$ cat src/rtl/core/cll_pkg.sv
// Shared types and constants for the cursor linked list engine.
// No dependencies; every other file in rtl/core imports this package.
`default_nettype none

package cll_pkg;

    // Fixed field widths of the transaction ports
    localparam int OPCODE_W   = 2;
    localparam int STATUS_W   = 3;
    localparam int TAG_PORT_W = 16;
    localparam int RATING_W   = 8;
    localparam int COUNT_W    = 6;

    // Opcodes
    localparam logic [OPCODE_W-1:0] OP_APPEND   = 2'd0;
    localparam logic [OPCODE_W-1:0] OP_FORWARD  = 2'd1;
    localparam logic [OPCODE_W-1:0] OP_BACKWARD = 2'd2;
    localparam logic [OPCODE_W-1:0] OP_REMOVE   = 2'd3;

    // Result status codes
    localparam logic [STATUS_W-1:0] ST_DONE     = 3'd0;
    localparam logic [STATUS_W-1:0] ST_AT_END   = 3'd1;
    localparam logic [STATUS_W-1:0] ST_AT_START = 3'd2;
    localparam logic [STATUS_W-1:0] ST_EMPTY    = 3'd3;
    localparam logic [STATUS_W-1:0] ST_FULL     = 3'd4;

    typedef enum logic [2:0] {
        S_IDLE,
        S_LOOKUP,
        S_EXEC,
        S_READ,
        S_RESP
    } t_state;

    // Controller to datapath commands, one per phase
    typedef struct packed {
        logic load;
        logic lookup;
        logic exec;
        logic read;
        logic resp;
    } t_cmd;

endpackage

`default_nettype wire

$ cat src/rtl/core/cursor_linked_list_engine_top.sv
// Top level of the cursor linked list engine.
// Depends on cll_pkg, cll_ctrl and cll_datapath.
`default_nettype none

// Doubly linked list of up to POOL_DEPTH entries with a cursor. A transaction
// is accepted on a rising edge with start high and busy low; busy then stays
// high until the result has been shown. After acceptance a transaction goes
// through these states in order: S_LOOKUP reads the cursor's links and the
// top of the free stack, S_EXEC updates the list (all single port memory
// writes that can share the state), S_READ finishes the old tail's
// successor link on an append while reading the new cursor entry, and S_RESP
// shows the result. The result is on the o_ ports for exactly one cycle with
// o_valid high and the receiver cannot stall it, so capture it on that edge.
// Opcodes: append at tail, cursor forward, cursor backward, remove entry under
// cursor. Status: done, at end, at start, list empty, pool full. When the
// cursor is on no entry, the cursor fields read zero. Tags keep their low
// TAG_BITS bits. No clearing pass after reset: the free stack tracks which of
// its entries were never written and hands those out by index.
module cursor_linked_list_engine_top #(
    parameter int POOL_DEPTH = 32,
    parameter int TAG_BITS   = 16
) (
    input  logic                              i_clk,
    input  logic                              i_rst_n,
    input  logic                              start,
    output logic                              busy,
    input  logic [cll_pkg::OPCODE_W-1:0]      i_opcode,
    input  logic [cll_pkg::TAG_PORT_W-1:0]    i_title_tag,
    input  logic [cll_pkg::TAG_PORT_W-1:0]    i_artist_tag,
    input  logic [cll_pkg::RATING_W-1:0]      i_rating_one,
    input  logic [cll_pkg::RATING_W-1:0]      i_rating_two,
    input  logic [cll_pkg::RATING_W-1:0]      i_rating_three,
    output logic                              o_valid,
    output logic [cll_pkg::STATUS_W-1:0]      o_status,
    output logic                              o_cursor_valid,
    output logic [cll_pkg::TAG_PORT_W-1:0]    o_cursor_title,
    output logic [cll_pkg::TAG_PORT_W-1:0]    o_cursor_artist,
    output logic [cll_pkg::RATING_W-1:0]      o_cursor_rating_one,
    output logic [cll_pkg::RATING_W-1:0]      o_cursor_rating_two,
    output logic [cll_pkg::RATING_W-1:0]      o_cursor_rating_three,
    output logic [cll_pkg::COUNT_W-1:0]       o_entry_count
);
    import cll_pkg::*;

    t_cmd cmd;

    // sequencing
    cll_ctrl u_ctrl (
        .i_clk   (i_clk),
        .i_rst_n (i_rst_n),
        .i_start (start),
        .o_busy  (busy),
        .o_cmd   (cmd)
    );

    // list storage and pointer update
    cll_datapath #(
        .POOL_DEPTH (POOL_DEPTH),
        .TAG_BITS   (TAG_BITS)
    ) u_datapath (
        .i_clk                 (i_clk),
        .i_rst_n               (i_rst_n),
        .i_cmd                 (cmd),
        .i_opcode              (i_opcode),
        .i_title_tag           (i_title_tag),
        .i_artist_tag          (i_artist_tag),
        .i_rating_one          (i_rating_one),
        .i_rating_two          (i_rating_two),
        .i_rating_three        (i_rating_three),
        .o_valid               (o_valid),
        .o_status              (o_status),
        .o_cursor_valid        (o_cursor_valid),
        .o_cursor_title        (o_cursor_title),
        .o_cursor_artist       (o_cursor_artist),
        .o_cursor_rating_one   (o_cursor_rating_one),
        .o_cursor_rating_two   (o_cursor_rating_two),
        .o_cursor_rating_three (o_cursor_rating_three),
        .o_entry_count         (o_entry_count)
    );

endmodule

`default_nettype wire

$ cat src/rtl/core/cll_ctrl.sv
// Sequencing state machine of the cursor linked list engine.
// Depends on cll_pkg (t_state, t_cmd).
`default_nettype none

module cll_ctrl (
    input  logic          i_clk,
    input  logic          i_rst_n,
    input  logic          i_start,
    output logic          o_busy,
    output cll_pkg::t_cmd o_cmd
);
    import cll_pkg::*;

    t_state r_state;
    t_state n_state;

    always_ff @(posedge i_clk) begin
        if (!i_rst_n) begin
            r_state <= S_IDLE;
        end else begin
            r_state <= n_state;
        end
    end

    always_comb begin
        n_state = r_state;
        o_cmd   = '0;
        o_busy  = 1'b1;
        case (r_state)
            S_IDLE: begin
                o_busy = 1'b0;
                if (i_start) begin
                    o_cmd.load = 1'b1;
                    n_state    = S_LOOKUP;
                end
            end
            S_LOOKUP: begin
                o_cmd.lookup = 1'b1;
                n_state      = S_EXEC;
            end
            S_EXEC: begin
                o_cmd.exec = 1'b1;
                n_state    = S_READ;
            end
            S_READ: begin
                o_cmd.read = 1'b1;
                n_state    = S_RESP;
            end
            S_RESP: begin
                o_cmd.resp = 1'b1;
                n_state    = S_IDLE;
            end
            default: begin
                n_state = S_IDLE;
            end
        endcase
    end

endmodule

`default_nettype wire

$ cat src/rtl/core/cll_datapath.sv
// Slot pool, link memories, free stack and list pointers of the engine.
// Depends on cll_pkg; driven by commands from cll_ctrl.
`default_nettype none

module cll_datapath #(
    parameter int POOL_DEPTH = 32,
    parameter int TAG_BITS   = 16
) (
    input  logic                              i_clk,
    input  logic                              i_rst_n,
    input  cll_pkg::t_cmd                     i_cmd,
    input  logic [cll_pkg::OPCODE_W-1:0]      i_opcode,
    input  logic [cll_pkg::TAG_PORT_W-1:0]    i_title_tag,
    input  logic [cll_pkg::TAG_PORT_W-1:0]    i_artist_tag,
    input  logic [cll_pkg::RATING_W-1:0]      i_rating_one,
    input  logic [cll_pkg::RATING_W-1:0]      i_rating_two,
    input  logic [cll_pkg::RATING_W-1:0]      i_rating_three,
    output logic                              o_valid,
    output logic [cll_pkg::STATUS_W-1:0]      o_status,
    output logic                              o_cursor_valid,
    output logic [cll_pkg::TAG_PORT_W-1:0]    o_cursor_title,
    output logic [cll_pkg::TAG_PORT_W-1:0]    o_cursor_artist,
    output logic [cll_pkg::RATING_W-1:0]      o_cursor_rating_one,
    output logic [cll_pkg::RATING_W-1:0]      o_cursor_rating_two,
    output logic [cll_pkg::RATING_W-1:0]      o_cursor_rating_three,
    output logic [cll_pkg::COUNT_W-1:0]       o_entry_count
);
    import cll_pkg::*;

    localparam int AW    = $clog2(POOL_DEPTH);
    localparam int LW    = $clog2(POOL_DEPTH + 1);
    localparam int TAG_W = (TAG_BITS < TAG_PORT_W) ? TAG_BITS : TAG_PORT_W;
    localparam int RAT_W = 3 * RATING_W;
    localparam logic [LW-1:0] NULL_SLOT = LW'(POOL_DEPTH);
    localparam logic [LW-1:0] FULL_TOP  = LW'(POOL_DEPTH);

    function automatic logic f_is_slot(input logic [LW-1:0] s);
        return s < NULL_SLOT;
    endfunction

    function automatic logic [AW-1:0] f_addr(input logic [LW-1:0] s);
        return f_is_slot(s) ? s[AW-1:0] : '0;
    endfunction

    // memories
    logic [LW-1:0]    m_succ   [POOL_DEPTH];
    logic [LW-1:0]    m_pred   [POOL_DEPTH];
    logic [TAG_W-1:0] m_title  [POOL_DEPTH];
    logic [TAG_W-1:0] m_artist [POOL_DEPTH];
    logic [RAT_W-1:0] m_rat    [POOL_DEPTH];
    logic [AW-1:0]    m_free   [POOL_DEPTH];

    // control state
    logic [LW-1:0] r_head, n_head;
    logic [LW-1:0] r_tail, n_tail;
    logic [LW-1:0] r_cursor, n_cursor;
    logic [LW-1:0] r_count, n_count;
    logic [LW-1:0] r_free_top, n_free_top;
    logic [LW-1:0] r_low, n_low;          // free stack entries below this hold their index
    logic          r_link_pend, n_link_pend;

    // payload
    logic [OPCODE_W-1:0] r_op;
    logic [TAG_W-1:0]    r_title;
    logic [TAG_W-1:0]    r_artist;
    logic [RAT_W-1:0]    r_rat;
    logic [STATUS_W-1:0] r_status, n_status;
    logic [AW-1:0]       r_link_addr, n_link_addr;
    logic [LW-1:0]       r_link_val, n_link_val;
    logic [LW-1:0]       r_succ_rd;
    logic [LW-1:0]       r_pred_rd;
    logic [AW-1:0]       r_free_rd;
    logic                r_pop_fresh;
    logic [TAG_W-1:0]    r_rd_title;
    logic [TAG_W-1:0]    r_rd_artist;
    logic [RAT_W-1:0]    r_rd_rat;
    logic                r_cur_valid;

    // write ports
    logic          succ_we, pred_we, data_we, free_we;
    logic [AW-1:0] succ_wa, pred_wa, data_wa, free_wa;
    logic [LW-1:0] succ_wd, pred_wd;
    logic [AW-1:0] free_wd;

    logic [LW-1:0] pop_idx;
    logic [AW-1:0] pop_slot;
    logic [LW-1:0] pop_link;
    logic [LW-1:0] new_head;

    assign pop_idx  = r_free_top - LW'(1);
    assign pop_slot = r_pop_fresh ? pop_idx[AW-1:0] : r_free_rd;
    assign pop_link = LW'(pop_slot);

    always_comb begin
        n_head      = r_head;
        n_tail      = r_tail;
        n_cursor    = r_cursor;
        n_count     = r_count;
        n_free_top  = r_free_top;
        n_low       = r_low;
        n_link_pend = r_link_pend;
        n_status    = r_status;
        n_link_addr = r_link_addr;
        n_link_val  = r_link_val;
        succ_we = 1'b0;  succ_wa = '0;  succ_wd = '0;
        pred_we = 1'b0;  pred_wa = '0;  pred_wd = '0;
        data_we = 1'b0;  data_wa = '0;
        free_we = 1'b0;  free_wa = '0;  free_wd = '0;
        new_head = r_head;

        if (i_cmd.exec) begin
            n_status = ST_DONE;
            case (r_op)
                OP_APPEND: begin
                    if (r_free_top == '0) begin
                        n_status = ST_FULL;
                    end else begin
                        data_we    = 1'b1;
                        data_wa    = pop_slot;
                        succ_we    = 1'b1;
                        succ_wa    = pop_slot;
                        succ_wd    = NULL_SLOT;
                        pred_we    = 1'b1;
                        pred_wa    = pop_slot;
                        n_free_top = pop_idx;
                        n_count    = r_count + LW'(1);
                        if (r_pop_fresh) begin
                            n_low = pop_idx;
                        end
                        if (!f_is_slot(r_head)) begin
                            pred_wd  = NULL_SLOT;
                            n_head   = pop_link;
                            n_tail   = pop_link;
                            n_cursor = pop_link;
                        end else begin
                            pred_wd = r_tail;
                            n_tail  = pop_link;
                            // old tail's successor goes in the next cycle
                            n_link_pend = f_is_slot(r_tail);
                            n_link_addr = f_addr(r_tail);
                            n_link_val  = pop_link;
                        end
                    end
                end
                OP_FORWARD: begin
                    if (!f_is_slot(r_cursor)) begin
                        n_status = ST_EMPTY;
                    end else if (!f_is_slot(r_succ_rd)) begin
                        n_status = ST_AT_END;
                    end else begin
                        n_cursor = r_succ_rd;
                    end
                end
                OP_BACKWARD: begin
                    if (!f_is_slot(r_cursor)) begin
                        n_status = ST_EMPTY;
                    end else if (!f_is_slot(r_pred_rd)) begin
                        n_status = ST_AT_START;
                    end else begin
                        n_cursor = r_pred_rd;
                    end
                end
                OP_REMOVE: begin
                    if (!f_is_slot(r_cursor)) begin
                        n_status = ST_EMPTY;
                    end else begin
                        if (f_is_slot(r_pred_rd)) begin
                            succ_we = 1'b1;
                            succ_wa = f_addr(r_pred_rd);
                            succ_wd = r_succ_rd;
                        end else begin
                            new_head = r_succ_rd;
                        end
                        n_head = new_head;
                        if (f_is_slot(r_succ_rd)) begin
                            pred_we  = 1'b1;
                            pred_wa  = f_addr(r_succ_rd);
                            pred_wd  = r_pred_rd;
                            n_cursor = r_succ_rd;
                        end else begin
                            n_tail   = r_pred_rd;
                            n_cursor = new_head;
                        end
                        if (r_free_top < FULL_TOP) begin
                            free_we    = 1'b1;
                            free_wa    = r_free_top[AW-1:0];
                            free_wd    = f_addr(r_cursor);
                            n_free_top = r_free_top + LW'(1);
                        end
                        if (r_count != '0) begin
                            n_count = r_count - LW'(1);
                        end
                    end
                end
                default: begin
                    n_status = r_status;
                end
            endcase
        end

        if (i_cmd.read && r_link_pend) begin
            succ_we     = 1'b1;
            succ_wa     = r_link_addr;
            succ_wd     = r_link_val;
            n_link_pend = 1'b0;
        end
    end

    always_ff @(posedge i_clk) begin
        if (!i_rst_n) begin
            r_head      <= NULL_SLOT;
            r_tail      <= NULL_SLOT;
            r_cursor    <= NULL_SLOT;
            r_count     <= '0;
            r_free_top  <= FULL_TOP;
            r_low       <= FULL_TOP;
            r_link_pend <= 1'b0;
        end else begin
            r_head      <= n_head;
            r_tail      <= n_tail;
            r_cursor    <= n_cursor;
            r_count     <= n_count;
            r_free_top  <= n_free_top;
            r_low       <= n_low;
            r_link_pend <= n_link_pend;
        end
    end

    always_ff @(posedge i_clk) begin
        r_status    <= n_status;
        r_link_addr <= n_link_addr;
        r_link_val  <= n_link_val;
        if (i_cmd.load) begin
            r_op     <= i_opcode;
            r_title  <= i_title_tag[TAG_W-1:0];
            r_artist <= i_artist_tag[TAG_W-1:0];
            r_rat    <= {i_rating_three, i_rating_two, i_rating_one};
        end
        if (i_cmd.lookup) begin
            r_pop_fresh <= pop_idx < r_low;
        end
        if (i_cmd.read) begin
            r_cur_valid <= f_is_slot(r_cursor);
        end
    end

    // link memories
    always_ff @(posedge i_clk) begin
        if (succ_we) begin
            m_succ[succ_wa] <= succ_wd;
        end
        if (i_cmd.lookup) begin
            r_succ_rd <= m_succ[f_addr(r_cursor)];
        end
    end

    always_ff @(posedge i_clk) begin
        if (pred_we) begin
            m_pred[pred_wa] <= pred_wd;
        end
        if (i_cmd.lookup) begin
            r_pred_rd <= m_pred[f_addr(r_cursor)];
        end
    end

    // free stack
    always_ff @(posedge i_clk) begin
        if (free_we) begin
            m_free[free_wa] <= free_wd;
        end
        if (i_cmd.lookup) begin
            r_free_rd <= m_free[pop_idx[AW-1:0]];
        end
    end

    // entry data
    always_ff @(posedge i_clk) begin
        if (data_we) begin
            m_title[data_wa]  <= r_title;
            m_artist[data_wa] <= r_artist;
            m_rat[data_wa]    <= r_rat;
        end
        if (i_cmd.read) begin
            r_rd_title  <= m_title[f_addr(r_cursor)];
            r_rd_artist <= m_artist[f_addr(r_cursor)];
            r_rd_rat    <= m_rat[f_addr(r_cursor)];
        end
    end

    assign o_valid               = i_cmd.resp;
    assign o_status              = r_status;
    assign o_cursor_valid        = r_cur_valid;
    assign o_cursor_title        = r_cur_valid ? TAG_PORT_W'(r_rd_title) : '0;
    assign o_cursor_artist       = r_cur_valid ? TAG_PORT_W'(r_rd_artist) : '0;
    assign o_cursor_rating_one   = r_cur_valid ? r_rd_rat[RATING_W-1:0] : '0;
    assign o_cursor_rating_two   = r_cur_valid ? r_rd_rat[2*RATING_W-1:RATING_W] : '0;
    assign o_cursor_rating_three = r_cur_valid ? r_rd_rat[3*RATING_W-1:2*RATING_W] : '0;
    assign o_entry_count         = COUNT_W'(r_count);

endmodule

`default_nettype wire

$ cat config.mk
export PLATFORM = sky130hd
export DESIGN_NAME = cursor_linked_list_engine_top
export DESIGN_NICKNAME = d
export VERILOG_FILES = /design/src/rtl/core/cll_pkg.sv /design/src/rtl/core/cursor_linked_list_engine_top.sv /design/src/rtl/core/cll_ctrl.sv /design/src/rtl/core/cll_datapath.sv
export SDC_FILE = /design/constraint.sdc
export NUM_CORES = 2
export LEC_CHECK = 0
export BUFFER_PORTS_ARGS = -buffer_cell sky130_fd_sc_hd__buf_2
export CAP_MARGIN = 20
export CORE_MARGIN = 4
export CORE_UTILIZATION = 54
export CTS_CLUSTER_DIAMETER = 150
export DETAILED_ROUTE_END_ITERATION = 12
export PLACE_DENSITY = 0.73
export SYNTH_ARGS = -nofsm -noshare
export SYNTH_HDL_FRONTEND = slang
export SYNTH_SLANG_ARGS = --single-unit
$ cat constraint.sdc
create_clock -name i_clk -period 13 [get_ports i_clk]
set_clock_uncertainty 0.1 [all_clocks]
set_input_delay 1.95 -clock i_clk [delete_from_list [all_inputs] [get_ports i_clk]]
set_output_delay 1.95 -clock i_clk [all_outputs]
set_load 0.02 [all_outputs]
# [Yosys cells after proc, flatten, opt, wreduce, memory -nomap -nowiden]
# Memory sizes are Yosys's and may differ from the RTL's. A register that Yosys moved wholly into a read port is not among the register bits.
# Cells that the tools add are included.
[word_totals] reg_bits=113 latch_bits=0 ramBits=2336 mem_bits_ro=0 in_bits=61 output_inout_bits=68 word_cells=171 mem_count=6
[mem_list] memory="u_datapath.m_rat" depth=32 word_bits=24 read_ports=1 rd_ports_with_merged_regs=1 write_ports=1 line_no="cll_datapath.sv:50" text="logic [RAT_W-1:0] m_rat [POOL_DEPTH];"
[mem_list] memory="u_datapath.m_artist" depth=32 word_bits=16 read_ports=1 rd_ports_with_merged_regs=1 write_ports=1 line_no="cll_datapath.sv:49" text="logic [TAG_W-1:0] m_artist [POOL_DEPTH];"
[mem_list] memory="u_datapath.m_title" depth=32 word_bits=16 read_ports=1 rd_ports_with_merged_regs=1 write_ports=1 line_no="cll_datapath.sv:48" text="logic [TAG_W-1:0] m_title [POOL_DEPTH];"
[mem_list] memory="u_datapath.m_pred" depth=32 word_bits=6 read_ports=1 rd_ports_with_merged_regs=1 write_ports=1 line_no="cll_datapath.sv:47" text="logic [LW-1:0] m_pred [POOL_DEPTH];"
[mem_list] memory="u_datapath.m_succ" depth=32 word_bits=6 read_ports=1 rd_ports_with_merged_regs=1 write_ports=1 line_no="cll_datapath.sv:46" text="logic [LW-1:0] m_succ [POOL_DEPTH];"
[mem_list] memory="u_datapath.m_free" depth=32 word_bits=5 read_ports=1 rd_ports_with_merged_regs=1 write_ports=1 line_no="cll_datapath.sv:51" text="logic [AW-1:0] m_free [POOL_DEPTH];"
[classes] add_sub_neg=4 mul=0 div=0 n_lt_le_gt_ge=7 n_eq_ne=18 n_shift=0 n_mux=103 bitwise_logic=2 reduce_logical=14
[ops] op="6-bit 2-to-1 mux" n=29
[ops] op="5-bit 2-to-1 mux" n=20
[ops] op="6-bit one-hot mux with 2 select lines" n=6
[ops] op="6-bit < comparator, second input constant" n=6
[ops] op="16-bit 2-to-1 mux" n=2
[ops] op="1-bit 2-to-1 mux" n=30
[ops] op="8-bit 2-to-1 mux" n=3
[ops] op="3-bit one-hot mux with 4 select lines" n=2
[ops] op="6-bit one-hot mux with 4 select lines" n=1
[ops] op="5-bit one-hot mux with 2 select lines" n=2
[ops] op="5-bit AND reduction" n=4
[ops] op="2-bit by 1-bit != test with 1-bit output, second input constant" n=7
[ops] op="6-bit by 1-bit adder with 6-bit output, second input constant" n=2
[ops] op="3-bit 2-to-1 mux" n=4
[ops] op="6-bit by 1-bit subtractor with 6-bit output, second input constant" n=2
[ops] op="2-bit != test, second input constant" n=4
[ops] op="4-bit AND reduction" n=2
[ops] op="8-bit AND reduction" n=1
[ops] op="3-bit by 2-bit equality test with 1-bit output, second input constant" n=2
[ops] op="6-bit logical NOT" n=1
[ops] op="6-bit < comparator" n=1
[ops] op="6-bit nonzero test" n=1
[ops] op="2-bit equality test, second input constant" n=2
[ops] op="2-bit 2-to-1 mux" n=2
[ops] op="other kinds (10)" n=12

# [Depth between registers and ports, before layout]
[logic_depth] word_depth=8 mapped_depth=13 mapped_depth_nobuf=9

# [Cells and area by module]
# A second synthesis with hierarchy kept.
[unflattened] cells_unflattened=5126 hier_area_um2=97275.8
[by_module_without_submodules] mod="cll_datapath" n_inst=1 cells_per_inst=5110 area_each_um2=97128.2 seq_area_each_um2=75272.2
[by_module_without_submodules] mod="cll_ctrl" n_inst=1 cells_per_inst=16 area_each_um2=147.6 seq_area_each_um2=60.1

# [Least setup slack after synthesis]
# Ideal clock, no wire load.
[synth_timing] path_type="register to register" start="reg u_datapath.r_free_top[0]" end="mem u_datapath.m_artist[10][0] (netlist bit) (enable)" setup_time_ns=0.609 t_arrival_ns=7.503 required_time_ns=12.291 setup_slack_ns=4.788 path_stages_with_launch=10 n_path_buf=2 synth_period_minus_slack_ns=8.212 path_cell_list="dfxtp_1 -> buf_4 -> inv_1 -> ha_1 -> nor3b_2 -> mux2i_1 -> or2_2 -> inv_1 -> buf_2 -> nor4_1"
[synth_rtl] item="from (decl)" line_no="cll_datapath.sv:58" text="logic [LW-1:0] r_free_top, n_free_top;"
[synth_rtl] item="from (signal assigned)" line_no="cll_datapath.sv:223" text="r_free_top <= n_free_top;"
[synth_rtl] item="6-bit by 1-bit subtractor with 6-bit output" line_no="cll_datapath.sv:90" text="assign pop_idx = r_free_top - LW'(1);"
[synth_rtl] item="named net u_datapath.pop_idx[0]" line_no="cll_datapath.sv:85" text="logic [LW-1:0] pop_idx;"
[synth_rtl] item="5-bit 2-to-1 mux" line_no="cll_datapath.sv:91" text="assign pop_slot = r_pop_fresh ? pop_idx[AW-1:0] : r_free_rd;"
[synth_rtl] item="5-bit 2-to-1 mux" line_no="cll_datapath.sv:115" text="if (r_free_top == '0) begin"
[synth_rtl] item="5-bit 2-to-1 mux" line_no="cll_datapath.sv:113" text="case (r_op)"
[synth_rtl] item="5-bit 2-to-1 mux" line_no="cll_datapath.sv:111" text="if (i_cmd.exec) begin"
[synth_rtl] item="to (decl)" line_no="cll_datapath.sv:49"
# The timed path passes the listed nets, and every way through them passes these cells.

# [Final worst setup path]
[layout_timing] start="reg u_datapath.r_free_top[0]" end="mem u_datapath.m_artist[13][11] (netlist bit) (enable)"
# The elaborated chain is that of the path after synthesis.

==> metrics.yaml <==
worst-path-max-fanout: 49
grt_max_degree: 171
cts.sinks: 2522
dominantRegCellSynth: "edfxtp_1"
synthXorXnorAreaFrac_pct: 0.0801
initial_utilization_pct: 54.4
clk_latency_ns: 0.89
dieArea_mm2: 0.189
dr.pass1.iters: 8
path_clk_slew_ns: 0.07
tritoncts: "yes"
initialDrtViolationCount: 9781
synthMuxAreaShare_pct: 6.72
grt_pass1_vias: 56600
hold_viol_final: 0
setup_viol: 0
gp_congestion: 0.889
synth_top_area_share_pct: 75.8
max-vdd-ir-drop_mv: 0.136
yosysSeqAreaShare_pct: 76.6
yosysTopAreaCell: "edfxtp_1"
synth-edff-count: 2482
io_pins: 129
cts.path.max_buffers: 3
min_path_type: "reg -> reg"
synthDistinctLibCells: 102
drcViolationCount: 0
cts_setup_buffers: 0
die_h_um: 435
holdPathEnd: "u_datapath.r_head[0]"
cts_root_buf: "clkbuf_16"
min_from: "u_datapath.r_head[0]"
worstMarginPinSlew_ns: 1.27
grt_pass1_wl_um: 397000
port-buffer-count: 128
synth_seq_cells: 2522
max_freq_ghz: 0.176
hpwl_um: 150000
detail-route-antenna-nets: 0
cap_violations: 0
synth_top_family_by_area: "compound AO/OA/AOI/OAI gates"
cts_resized: 0
routed_wl_um: 278000
hold_depth: 2
antenna_found_initial: 11
hold_buffers: 0
nFillCells: 12700
synth-adder-area-share_pct: 0.224
avgViaCountPerCell: 6.79
cellPowerDensity_mw_per_mm2: 149
start_kind: "flop"
grt_setup_unrepaired: "false"
grt_overflow: 0
synth_nets: 5958
synth_compound_area_share_pct: 8.72
slew_headroom_pct: 15.1
crit_path_end_kind: "flop"
criticalPathCategory: "reg -> reg"
r2r-end: "u_datapath.m_artist[13][11]"
area_growth_pct: 12.0
ys_top_cells_by_area: "edfxtp_1 76%, mux2i_1 3.8%, mux4_2 2.0%"
p_total_w: 0.0164
rows: 156
synth-simple-area-share_pct: 5.73
reg2reg_from: "u_datapath.r_free_top[0]"
fp.dieW_um: 435
required_ns: 13.37
track_usage_pct: 28.7
slew_viol_final: 0
cts_buffers: 234
final_layout_size_suffix_gt1_share_pct: 15.1
tns_ns: 0
r2r_cells: 10
synth.avg_cell_area_um2: 16.7
status: "completed"
fin_crit_sh_pct: 43.7
rrSetupSlack_ns: 7.32
leakage_nw: 34.0
min_period_ns: 5.68
final_nets: 6101
syn_inst: 5880
synth_area_mm2: 0.0984
async_reset_ff_share_pct: 0
cts_max_level: 4
synth_warnings: 0
worstPathArrival_ns: 6.05
core_mm2: 0.181
routedWlPerCell_um: 32.3
vias: 58300
power breakdown:
group          leakage, nW  internal [W]  total, W  switching, W
registers             22.0       0.00901   0.00914      0.000136
clock network         3.70       0.00381   0.00681       0.00300
logic                 8.27      0.000149  0.000489      0.000340
flip-flops by register name, indices dropped and copies added, names as in the netlist, 16 cells and up:
name,cells
u_datapath.m_rat,768
u_datapath.m_artist,512
u_datapath.m_title,512
u_datapath.m_pred,192
u_datapath.m_succ,192
u_datapath.m_free,160
u_datapath.r_rat,24
u_datapath.r_rd_rat,24
u_datapath.r_artist,16
u_datapath.r_rd_artist,16
u_datapath.r_rd_title,16
u_datapath.r_title,16
worst max path at each step:
stage	start	endpoint	slack, ns	cells after the start
2_1_floorplan	u_datapath.r_free_top[0]	u_datapath.m_artist[10][0]	4.79	9
3_3_place_gp	u_datapath.r_free_top[0]	u_datapath.m_title[5][0]	7.61	9
3_5_place_dp	u_datapath.r_free_top[0]	u_datapath.m_title[5][8]	7.47	9
4_1_cts	u_datapath.r_free_top[0]	u_datapath.m_title[5][1]	7.45	9
5_1_grt	u_datapath.r_free_top[0]	u_datapath.m_rat[5][0]	7.09	9
6_report	u_datapath.r_free_top[0]	u_datapath.m_artist[13][11]	7.32	10
cell usage in the layout, fill, tap and decap left out, types with 49 or more instances in the layout:
master,netlist,layout
mux2_2,76,76
clkbuf_16,0,237
o221ai_1,115,115
a32oi_1,49,49
mux4_2,89,89
buf_2,140,131
buf_4,29,131
o22a_1,51,51
a211oi_1,115,115
a21oi_1,153,153
nor3_1,171,168
and2_1,65,65
o21ai_0,122,120
o22ai_1,197,197
clkbuf_1,190,54
nand3_1,133,133
nand2_1,442,437
edfxtp_1,2482,2482
mux2i_1,372,372
nor2_1,198,170
metrics by stage:
| stage | instances | area (um2) | setup WS, ns | hold slack, ns | util (%) |
|---|---|---|---|---|---|
| after floorplan | 5880 | 98400 | 4.79 | 0.329 | - |
| after detailed placement | 8125 | 102000 | 7.47 | 0.348 | 56.3 |
| after global placement | 8116 | 102000 | 7.61 | 0.342 | 56.2 |
| final | 8596 | 110000 | 7.32 | 0.353 | 60.9 |
| after CTS | 8557 | 109000 | 7.45 | 0.356 | 60.5 |
| after global routing | 8590 | 110000 | 7.09 | 0.394 | 60.9 |
layer usage:
| metal | global-route usage (%) | part of all wire [%] | wire [um] | vias up |
|---|---|---|---|---|
| li1 | - | - | - | 23900 |
| met4 | 11.8 | 4.4 | 12300 | 2 |
| met2 | 45.1 | 47 | 130000 | 4307 |
| met5 | 0 | 0.0032 | 9 | - |
| met1 | 39.2 | 36 | 101000 | 29300 |
| met3 | 6.52 | 12 | 33700 | 780 |
synthesized netlist by cell type, types with 51 or more instances:
master	count
o22ai_1	197
clkbuf_1	190
edfxtp_1	2482
and2_1	65
nor2_1	198
nor3_1	171
a21oi_1	153
mux2i_1	372
mux4_2	89
nand2_1	442
buf_2	140
mux2_2	76
o21ai_0	122
o221ai_1	115
a211oi_1	115
nand3_1	133
o22a_1	51
area by class of cell:
cell class                      instances  area, um2  area share (%)
Multi-Input combinational cell       2933      21500            19.6
Antenna cell                            7       17.5          0.0159
Clock buffer                          293       6140            5.57
Timing Repair Buffer                  301       2520            2.29
Sequential cell                      2522      75300            68.4
Clock inverter                        139       1470            1.33
Tap cell                             2370       2970            2.69
Inverter                               31        126           0.115
cell families after synthesis:
group	count (synthesis)
simple gates	1192
fa+ha+maj	17
compound gates	1177
mux	538
flops	2522
xor+xnor	9
buf+inv	425
worst max-delay path, stage by stage, from the launching register on:
cell and delay, ns:
dfxtp_2 0.31, buf_4 0.67, inv_1 0.35, ha_1 0.32, nand2b_1 0.19, o21ai_2 0.12
nor4b_2 0.66, nand3_1 0.72, nor4_2 0.53, buf_4 0.47, buf_4 0.73
No activity file was read; power rests on OpenSTA's default activity.
